`config.mk`:
```
export PLATFORM = sky130hd
export DESIGN_NAME = sd_spi_command_and_read_engine_core
export DESIGN_NICKNAME = d
export VERILOG_FILES = /design/src/rtl/sdspi_pkg.sv /design/src/rtl/sdspi_framer.sv /design/src/rtl/sdspi_ctrl.sv /design/src/rtl/sdspi_outbuf.sv /design/src/rtl/sd_spi_command_and_read_engine_core.sv
export SDC_FILE = /design/constraint.sdc
export NUM_CORES = 1
export LEC_CHECK = 0
export BUFFER_PORTS_ARGS = -buffer_cell sky130_fd_sc_hd__buf_2
export CORE_MARGIN = 2
export CORE_UTILIZATION = 60
export DETAILED_ROUTE_END_ITERATION = 8
export HOLD_SLACK_MARGIN = 0.03
export PLACE_DENSITY_LB_ADDON = 0.25
export SLEW_MARGIN = 10
export SYNTH_ARGS = -nofsm -noshare
export SYNTH_HDL_FRONTEND = slang
export SYNTH_SLANG_ARGS = --single-unit
```
`constraint.sdc`:
```
create_clock -name clk -period 12.4 [get_ports clk]
set_clock_uncertainty 0.15 [all_clocks]
set_input_delay 0.62 -clock clk [delete_from_list [all_inputs] [get_ports clk]]
set_output_delay 0.62 -clock clk [all_outputs]
set_load 0.05 [all_outputs]
```
`src/rtl/sdspi_pkg.sv`:
```
// Shared types, codes and the CRC7 step for the SD SPI command and read engine.
package sdspi_pkg;

	localparam int unsigned MAX_BLOCK_BYTES = 512;
	localparam logic [9:0] MAX_BLOCK = 10'(MAX_BLOCK_BYTES);

	localparam logic [7:0] CMD_START = 8'h40;
	localparam logic [7:0] TOKEN_START = 8'hFE;
	localparam logic [7:0] BYTE_IDLE = 8'hFF;
	localparam logic [6:0] CRC7_POLY = 7'h09;
	localparam int unsigned FRAME_BYTES = 6;

	localparam logic [1:0] CFG_RESPONSE_TRIES = 2'd0;
	localparam logic [1:0] CFG_TOKEN_TRIES = 2'd1;
	localparam logic [1:0] CFG_BLOCK_BYTES = 2'd2;

	typedef enum logic [1:0] {
		MODE_CMD = 2'd0,
		MODE_RX = 2'd1,
		MODE_READ = 2'd2
	} mode_t;

	typedef enum logic [1:0] {
		KIND_TX = 2'd0,
		KIND_RESP = 2'd1,
		KIND_DATA = 2'd2,
		KIND_STATUS = 2'd3
	} kind_t;

	typedef enum logic [2:0] {
		PH_IDLE = 3'd0,
		PH_WAIT_R1 = 3'd1,
		PH_WAIT_TOKEN = 3'd2,
		PH_DATA = 3'd3,
		PH_CRC1 = 3'd4,
		PH_CRC2 = 3'd5
	} phase_t;

	typedef struct packed {
		logic [7:0] response_tries;
		logic [9:0] token_tries;
		logic [9:0] block_bytes;
	} cfg_t;

	// result set of one item: a whole frame, a single beat, or nothing
	typedef struct packed {
		logic frame;
		logic one;
		kind_t kind;
		logic [7:0] value;
		logic ok;
		logic last;
	} res_t;

	typedef logic [FRAME_BYTES-1:0][7:0] frame_t;

	function automatic logic [6:0] crc7_byte(input logic [6:0] c_in, input logic [7:0] b);
		logic [6:0] c;
		logic fb;
		c = c_in;
		for (int i = 7; i >= 0; i--) begin
			fb = b[i] ^ c[6];
			c = {c[5:0], 1'b0};
			if (fb) begin
				c = c ^ CRC7_POLY;
			end
		end
		return c;
	endfunction

endpackage

```
`src/rtl/sdspi_framer.sv`:
```
// Command frame builder: start byte, argument and CRC7 end byte.
module sdspi_framer import sdspi_pkg::*; (
	input  logic [5:0]  cmd_index,
	input  logic [31:0] argument,
	output frame_t      frame
);

	logic [6:0] crc [0:5];

	always_comb begin
		frame[0] = CMD_START | {2'b00, cmd_index};
		frame[1] = argument[31:24];
		frame[2] = argument[23:16];
		frame[3] = argument[15:8];
		frame[4] = argument[7:0];
		crc[0] = 7'h00;
		for (int k = 0; k < 5; k++) begin
			crc[k+1] = crc7_byte(crc[k], frame[k]);
		end
		frame[5] = {crc[5], 1'b1};
	end

endmodule

```
`src/rtl/sdspi_ctrl.sv`:
```
// Phase tracking, try and byte counters, and result selection per item.
module sdspi_ctrl import sdspi_pkg::*; (
	input  logic       clk,
	input  logic       arst_n,
	input  logic       valid,
	input  logic       adv,
	input  logic [1:0] mode,
	input  logic [7:0] rx_byte,
	input  cfg_t       cfg,
	output res_t       res
);

	phase_t phase_q, phase_d;
	logic [9:0] tries_q, tries_d;
	logic [9:0] bytes_q, bytes_d;
	logic [9:0] tries_dec, bytes_dec, blk_n;

	always_ff @(posedge clk or negedge arst_n) begin
		if (!arst_n) begin
			phase_q <= PH_IDLE;
			tries_q <= '0;
			bytes_q <= '0;
		end else if (adv) begin
			phase_q <= phase_d;
			tries_q <= tries_d;
			bytes_q <= bytes_d;
		end
	end

	assign tries_dec = (tries_q != '0) ? tries_q - 10'd1 : '0;
	assign bytes_dec = (bytes_q != '0) ? bytes_q - 10'd1 : '0;

	always_comb begin
		if (cfg.block_bytes == '0) begin
			blk_n = 10'd1;
		end else if (cfg.block_bytes > MAX_BLOCK) begin
			blk_n = MAX_BLOCK;
		end else begin
			blk_n = cfg.block_bytes;
		end
	end

	always_comb begin
		phase_d = phase_q;
		tries_d = tries_q;
		bytes_d = bytes_q;
		res = '{frame: 1'b0, one: 1'b0, kind: KIND_TX, value: 8'h00, ok: 1'b0, last: 1'b0};
		if (valid) begin
			unique case (mode_t'(mode))
				MODE_CMD: begin
					res.frame = 1'b1;
					phase_d = PH_WAIT_R1;
					tries_d = (cfg.response_tries != '0) ? {2'b00, cfg.response_tries} : 10'd1;
					bytes_d = '0;
				end
				MODE_READ: begin
					phase_d = PH_WAIT_TOKEN;
					tries_d = (cfg.token_tries != '0) ? cfg.token_tries : 10'd1;
					bytes_d = '0;
				end
				MODE_RX: begin
					unique case (phase_q)
						PH_WAIT_R1: begin
							res.kind = KIND_RESP;
							res.value = rx_byte;
							if (!rx_byte[7]) begin
								res.one = 1'b1;
								res.ok = 1'b1;
								phase_d = PH_IDLE;
								tries_d = '0;
							end else begin
								tries_d = tries_dec;
								if (tries_dec == '0) begin
									res.one = 1'b1;
									phase_d = PH_IDLE;
								end
							end
						end
						PH_WAIT_TOKEN: begin
							res.kind = KIND_STATUS;
							if (rx_byte == TOKEN_START) begin
								bytes_d = blk_n;
								tries_d = '0;
								phase_d = PH_DATA;
							end else if (rx_byte == BYTE_IDLE && tries_dec != '0) begin
								tries_d = tries_dec;
							end else begin
								// stray byte or tries used up
								res.one = 1'b1;
								phase_d = PH_IDLE;
								tries_d = '0;
							end
						end
						PH_DATA: begin
							res.one = 1'b1;
							res.kind = KIND_DATA;
							res.value = rx_byte;
							res.ok = 1'b1;
							res.last = (bytes_dec == '0);
							bytes_d = bytes_dec;
							if (bytes_dec == '0) begin
								phase_d = PH_CRC1;
							end
						end
						PH_CRC1: begin
							phase_d = PH_CRC2;
						end
						PH_CRC2: begin
							res.one = 1'b1;
							res.kind = KIND_STATUS;
							res.ok = 1'b1;
							phase_d = PH_IDLE;
						end
						PH_IDLE: begin
						end
						default: begin
							phase_d = PH_IDLE;
						end
					endcase
				end
				default: begin
				end
			endcase
		end
	end

endmodule

```
`src/rtl/sdspi_outbuf.sv`:
```
// Result register: holds a six byte frame or a single beat and shifts it out.
module sdspi_outbuf import sdspi_pkg::*; (
	input  logic       clk,
	input  logic       arst_n,
	input  logic       load,
	input  res_t       res,
	input  frame_t     frame,
	input  logic       out_stall,
	output logic       can_load,
	output logic       out_valid,
	output logic [1:0] kind,
	output logic [7:0] value,
	output logic       ok,
	output logic       last
);

	frame_t data_q;
	logic [2:0] rem_q;
	kind_t kind_q;
	logic ok_q, last_q;
	logic pop;

	assign out_valid = (rem_q != '0);
	assign pop = out_valid && !out_stall;
	assign can_load = (rem_q == '0) || (rem_q == 3'd1 && !out_stall);

	always_ff @(posedge clk or negedge arst_n) begin
		if (!arst_n) begin
			rem_q <= '0;
		end else if (load && res.frame) begin
			rem_q <= 3'(FRAME_BYTES);
		end else if (load && res.one) begin
			rem_q <= 3'd1;
		end else if (pop) begin
			rem_q <= rem_q - 3'd1;
		end
	end

	always_ff @(posedge clk) begin
		if (load && res.frame) begin
			data_q <= frame;
			kind_q <= KIND_TX;
			ok_q <= 1'b0;
			last_q <= 1'b1;
		end else if (load && res.one) begin
			data_q[0] <= res.value;
			kind_q <= res.kind;
			ok_q <= res.ok;
			last_q <= res.last;
		end else if (pop) begin
			data_q <= {8'h00, data_q[FRAME_BYTES-1:1]};
		end
	end

	assign kind = kind_q;
	assign value = data_q[0];
	assign ok = ok_q;
	assign last = last_q && (rem_q == 3'd1);

endmodule

```
`src/rtl/sd_spi_command_and_read_engine_core.sv`:
```
// Top level of the SD card SPI mode command and block read engine.
//
// Input channel (in_valid / in_stall): one beat per item. mode 0 frames a
// command (cmd_index, argument) into six transmit beats ending in the CRC7
// byte, mode 1 hands over a byte received from the card, mode 2 arms a
// block read. mode 3 is dropped.
// Output channel (out_valid / out_stall): kind, value, ok, last per beat.
// Config channel (cfg_valid / cfg_ready / cfg_index / cfg_data): always
// ready; index 0 response tries, 1 token tries, 2 block bytes, others ignored.
//
// Path: an accepted item is held in the input register; its first result beat
// is then registered in the result register, which drives the output.
// Throughput: one item per cycle while results go one beat each and out_stall
// is low. A command frame occupies the result register for six beats, and the
// input register holds the next result-bearing item until the last frame beat
// leaves. An item with no result passes the input register without waiting.
// When the receiver stalls, the current beat holds and in_stall rises as
// soon as the input register has an item waiting for the result register.
// Reset: idle phase, counters cleared, registers back to 10 / 201 / 512,
// both channels empty.
module sd_spi_command_and_read_engine_core import sdspi_pkg::*; (
	input  logic        clk,
	input  logic        arst_n,
	input  logic        in_valid,
	output logic        in_stall,
	input  logic [1:0]  mode,
	input  logic [5:0]  cmd_index,
	input  logic [31:0] argument,
	input  logic [7:0]  rx_byte,
	output logic        out_valid,
	input  logic        out_stall,
	output logic [1:0]  kind,
	output logic [7:0]  value,
	output logic        ok,
	output logic        last,
	input  logic        cfg_valid,
	output logic        cfg_ready,
	input  logic [1:0]  cfg_index,
	input  logic [9:0]  cfg_data
);

	cfg_t cfg_q;

	// input register
	logic valid_s1;
	logic [1:0] mode_s1;
	logic [5:0] idx_s1;
	logic [31:0] arg_s1;
	logic [7:0] rx_s1;

	logic accept, adv, can_load;
	res_t res;
	frame_t frame;

	assign cfg_ready = 1'b1;

	always_ff @(posedge clk or negedge arst_n) begin
		if (!arst_n) begin
			cfg_q.response_tries <= 8'd10;
			cfg_q.token_tries <= 10'd201;
			cfg_q.block_bytes <= 10'd512;
		end else if (cfg_valid) begin
			unique case (cfg_index)
				CFG_RESPONSE_TRIES: cfg_q.response_tries <= cfg_data[7:0];
				CFG_TOKEN_TRIES:    cfg_q.token_tries <= cfg_data;
				CFG_BLOCK_BYTES:    cfg_q.block_bytes <= cfg_data;
				default: begin
				end
			endcase
		end
	end

	// an item leaves the input register when its results fit the result register
	assign adv = valid_s1 && ((!res.frame && !res.one) || can_load);
	assign in_stall = valid_s1 && !adv;
	assign accept = in_valid && !in_stall;

	always_ff @(posedge clk or negedge arst_n) begin
		if (!arst_n) begin
			valid_s1 <= 1'b0;
		end else if (accept) begin
			valid_s1 <= 1'b1;
		end else if (adv) begin
			valid_s1 <= 1'b0;
		end
	end

	always_ff @(posedge clk) begin
		if (accept) begin
			mode_s1 <= mode;
			idx_s1 <= cmd_index;
			arg_s1 <= argument;
			rx_s1 <= rx_byte;
		end
	end

	sdspi_framer u_framer (
		.cmd_index (idx_s1),
		.argument  (arg_s1),
		.frame     (frame)
	);

	sdspi_ctrl u_ctrl (
		.clk     (clk),
		.arst_n  (arst_n),
		.valid   (valid_s1),
		.adv     (adv),
		.mode    (mode_s1),
		.rx_byte (rx_s1),
		.cfg     (cfg_q),
		.res     (res)
	);

	sdspi_outbuf u_outbuf (
		.clk       (clk),
		.arst_n    (arst_n),
		.load      (adv),
		.res       (res),
		.frame     (frame),
		.out_stall (out_stall),
		.can_load  (can_load),
		.out_valid (out_valid),
		.kind      (kind),
		.value     (value),
		.ok        (ok),
		.last      (last)
	);

endmodule
```
==> summary.json <==
{
  "synthesis": {
    "synth.ff_latch_count": 155,
    "yosys.cell_types.count": 63,
    "top_area_cell_type_share_of_the_netlist_area_pct": 36.41,
    "synth-main-ff-cell": "edfxtp_1",
    "syn-num-nets": 722,
    "ys.warnings.count": 0,
    "yosysSeqAreaShare_pct": 56.30,
    "ys_top_cells_by_area": "edfxtp_1 36%, dfrtp_1 16%, xnor2_1 5.8%, mux2_2 4.3%, a22o_1 3.8%",
    "post_synth_instance_area_mm2": 0.007670,
    "post-synth-top-area-cell": "edfxtp_1",
    "netlist_instances": 648,
    "synth-edff-count": 93,
    "async_reset_ff_share_pct": 35.48,
    "syn_area_per_cell_um2": 11.84
  },
  "global_route": {
    "global_route_wire_length_before_repair_mm": 26.19,
    "globalRoute.busiestLayer": "met2",
    "first_global_vias": 5137,
    "global_route.usage.met2_pct": 39.08,
    "grt.met3_usage_pct": 5.870,
    "grtUsageMet1_pct": 36.57,
    "antenna_found_initial": 0,
    "largest_net_degree_at_the_start_of_global_routing": 56,
    "globalRouteOverflowTotal": 0,
    "track_usage_pct": 25.46
  },
  "setup_path": {
    "largest_fanout_on_the_critical_path": 6,
    "worst-endpoint-arrival_ns": 3.40,
    "crit_chain": "inv_1, ha_1, or4b_4, o41a_1, o21ba_1, a2111oi_4, o2bb2ai_2, nand2_1, nand2_1, nand2_1, inv_1, buf_2",
    "end_kind": "output port",
    "path_class": "reg2out",
    "largest_stage_delay_on_the_critical_path_ns": 0.52,
    "critical-path-top-cell-by-count": "nand2_1",
    "crit_path_start_kind": "flop",
    "required_time_of_the_critical_path_ns": 11.63,
    "critPathBufInv": 3,
    "crit_slowest_cell": "or4b_4",
    "cp_top_family": "compound AO/OA/AOI/OAI gates"
  },
  "die": {
    "core_region_area_mm2": 0.01257,
    "die_area_mm2": 0.01370,
    "horiz_die_dim_um": 117.1,
    "io-pin-count": 80,
    "rows": 41,
    "floorplan.die.height_um": 117.1,
    "floorplan.initialDensity_pct": 61.03
  },
  "routing": {
    "detailed_route_drc_error_count": 0,
    "detail_route.first_pass.iterations": 5,
    "initialDrtViolationCount": 491,
    "routed-via-count": 5284,
    "ant_nets": 0,
    "routed_via_density": 5.904,
    "detail_route.wirelength_mm": 16.24,
    "detail_route.wl_per_cell_um": 18.14
  },
  "power_and_ir_drop": {
    "p_leak_nw": 3.452,
    "power.net_switching_uw": 799.8,
    "power_frac_comb_pct": 39.6,
    "worst_ir_drop_vdd_mv": 0.2156,
    "power.share.switching_pct": 36.32,
    "power.density_mw_per_mm2": 252.2,
    "seq_power_share_pct": 36.2,
    "part_of_the_power_in_the_clock_network_pct": 24.2,
    "cell_internal_pwr_mw": 1.403
  },
  "clock_tree": {
    "clock_tree.htree_level_count": 4,
    "cts_repair_resize_count": 0,
    "tritoncts": "built",
    "clock_path_buffers": 2,
    "cts-root-buf": "clkbuf_16",
    "cts.sinks": 155,
    "clk-insertion-delay-late_ns": 0.42,
    "clkSlewWorstSetupHoldPaths_ns": 0.06,
    "hold_buffers": 0,
    "postCtsSetupRepairBufs": 0,
    "numCtsBuffers": 17
  },
  "cells_and_area": {
    "antenna_cells": 0,
    "areaGrowthSynthToFinish_pct": 13.87,
    "most_common_library_cell_in_the_layout_ignoring_fill_and_taps": "edfxtp_1",
    "fillerInstances": 889,
    "finalCoreUtilization_pct": 69.49,
    "top_library_cells_by_usage_in_the_layout_fill_and_taps_aside": "93 x edfxtp_1, 78 x buf_2, 51 x xnor2_1",
    "finalNetCount": 784,
    "post_route_cells_drive_above_1_share_pct": 21.99
  },
  "timing": {
    "grt_setup_unrepaired": "no",
    "fmax_mhz": 239.9,
    "timing_hold_violations_final": 0,
    "max_slew_headroom_pct": 21.68,
    "setup_viol": 0,
    "min_period_over_period_pct": 33.62,
    "min_cycle_time_layout_ns": 4.169,
    "timing_worst_slew_pin_value_ns": 1.170,
    "setup_tns_ns": 0,
    "report.final.slew_viol_count": 0
  },
  "placement": {
    "count_of_input_and_output_buffers": 78,
    "place.gp.congestion": 0.8922,
    "dp.final_hpwl_mm": 11.33
  },
  "run_status": {
    "status": "completed"
  },
  "worst_hold_path": {
    "timing.hold.worst.class": "in2async"
  },
  "run": {
    "drv.max_cap_violation_count": 0
  }
}
[cells by family after synthesis]
group                    synth area share [%]
other                                 0.04889
adder cells (fa/ha/maj)                 1.468
flip-flops                              56.30
AO/OA/AOI/OAI                           14.45
buffers and inverters                   3.165
XOR/XNOR                                8.516
multiplexers                            4.796
AND/OR/NAND/NOR                         11.26
[final cells by class]
class	instances	area [µm²]	area share, %
clock buffers	19	432.9	4.957
clock inverters	13	172.7	1.977
inverters	15	56.30	0.6447
multi-input cells	439	3118	35.70
flip-flops and latches	155	4318	49.44
well taps	172	215.2	2.464
repair buffers	82	420.4	4.814
[worst register-to-register path: stages, from the launching register on]
cell and delay, ns:
dfrtp_1 0.41, inv_1 0.09, ha_1 0.24, or4b_4 0.53
o41a_1 0.35, o21ba_1 0.21, a2111oi_4 0.38, o2bb2ai_2 0.18
a21oi_1 0.13, o211ai_1 0.93, o21ai_0 0.26, o21ai_0 0.16
[routing by layer]
layer  vias up  part of all wire [%]
li1       2517                     -
met1      2572                    46
met2       168                    47
met3        27                   5.0
met4         0                   1.6
met5         -                     0
[power groups by stage]
stage                     combinational, mW  sequential [mW]  clock (mW)
after floorplan                       0.726            0.767           0
after global placement                0.835            0.799           0
after detailed placement              0.859            0.803           0
after CTS                             0.870            0.795       0.540
after global routing                  0.965            0.814       0.562
final                                 0.872            0.797       0.534
[path summary, 6_finish.rpt]
kind,startpoint,endpoint,slack (ns),depth (start not counted)
setup / recovery,u_ctrl.tries_q[0],in_stall,8.23,12
hold / removal,arst_n,cfg_q[22],0.18,2
setup reg to reg,u_ctrl.tries_q[0],u_ctrl.bytes_q[3],8.29,11
hold reg to reg,u_outbuf.kind[1],u_outbuf.kind[1],0.33,2
max in group asynchronous,arst_n,u_ctrl.bytes_q[3],11.46,2
min in group clk,argument[19],arg_s1[19],0.22,1
[stage by stage]
step	setup WS, ns	total power [mW]	cells	instance area (µm²)	hold slack, ns
2_1_floorplan	8.511	1.493	648	7670	0.1744
3_3_place_gp	8.555	1.635	863	8123	0.3107
3_5_place_dp	8.359	1.662	863	8123	0.3143
4_1_cts	8.232	2.205	895	8728	0.2003
5_1_grt	7.950	2.341	895	8733	0.2021
6_report	8.231	2.202	895	8733	0.1807
[cell usage after synthesis (4+ instances only)]
master	count
dfstp_2	7
a221o_1	6
nor2_1	34
o211ai_1	9
buf_4	9
nand2_1	45
nor2b_1	5
nand3b_1	4
xnor2_1	51
nand2b_1	7
buf_2	5
a22o_1	33
dfrtp_1	48
a32o_1	4
and3_1	6
clkbuf_1	25
edfxtp_1	93
mux2_2	29
o21ai_0	40
nand3_1	11
a31oi_1	5
a21oi_1	24
or2_2	5
or3_1	6
nor4_1	9
nor3_1	13
inv_1	15
o31ai_1	5
dfxtp_1	7
ha_1	9
xor2_1	21
and2_1	6
[registers in the layout, summed over array words and instances, names as in the netlist, 2 cells and up]
name	count
u_outbuf.data_q	40
u_ctrl.tries_q	10
u_outbuf.value	8
u_outbuf.rem_q	3
arg_s1	32
u_ctrl.bytes_q	10
mode_s1	2
idx_s1	6
cfg_q	28
u_outbuf.kind	2
u_ctrl.phase_q	3
rx_s1	8
No activity file was read; power rests on OpenSTA's default activity.
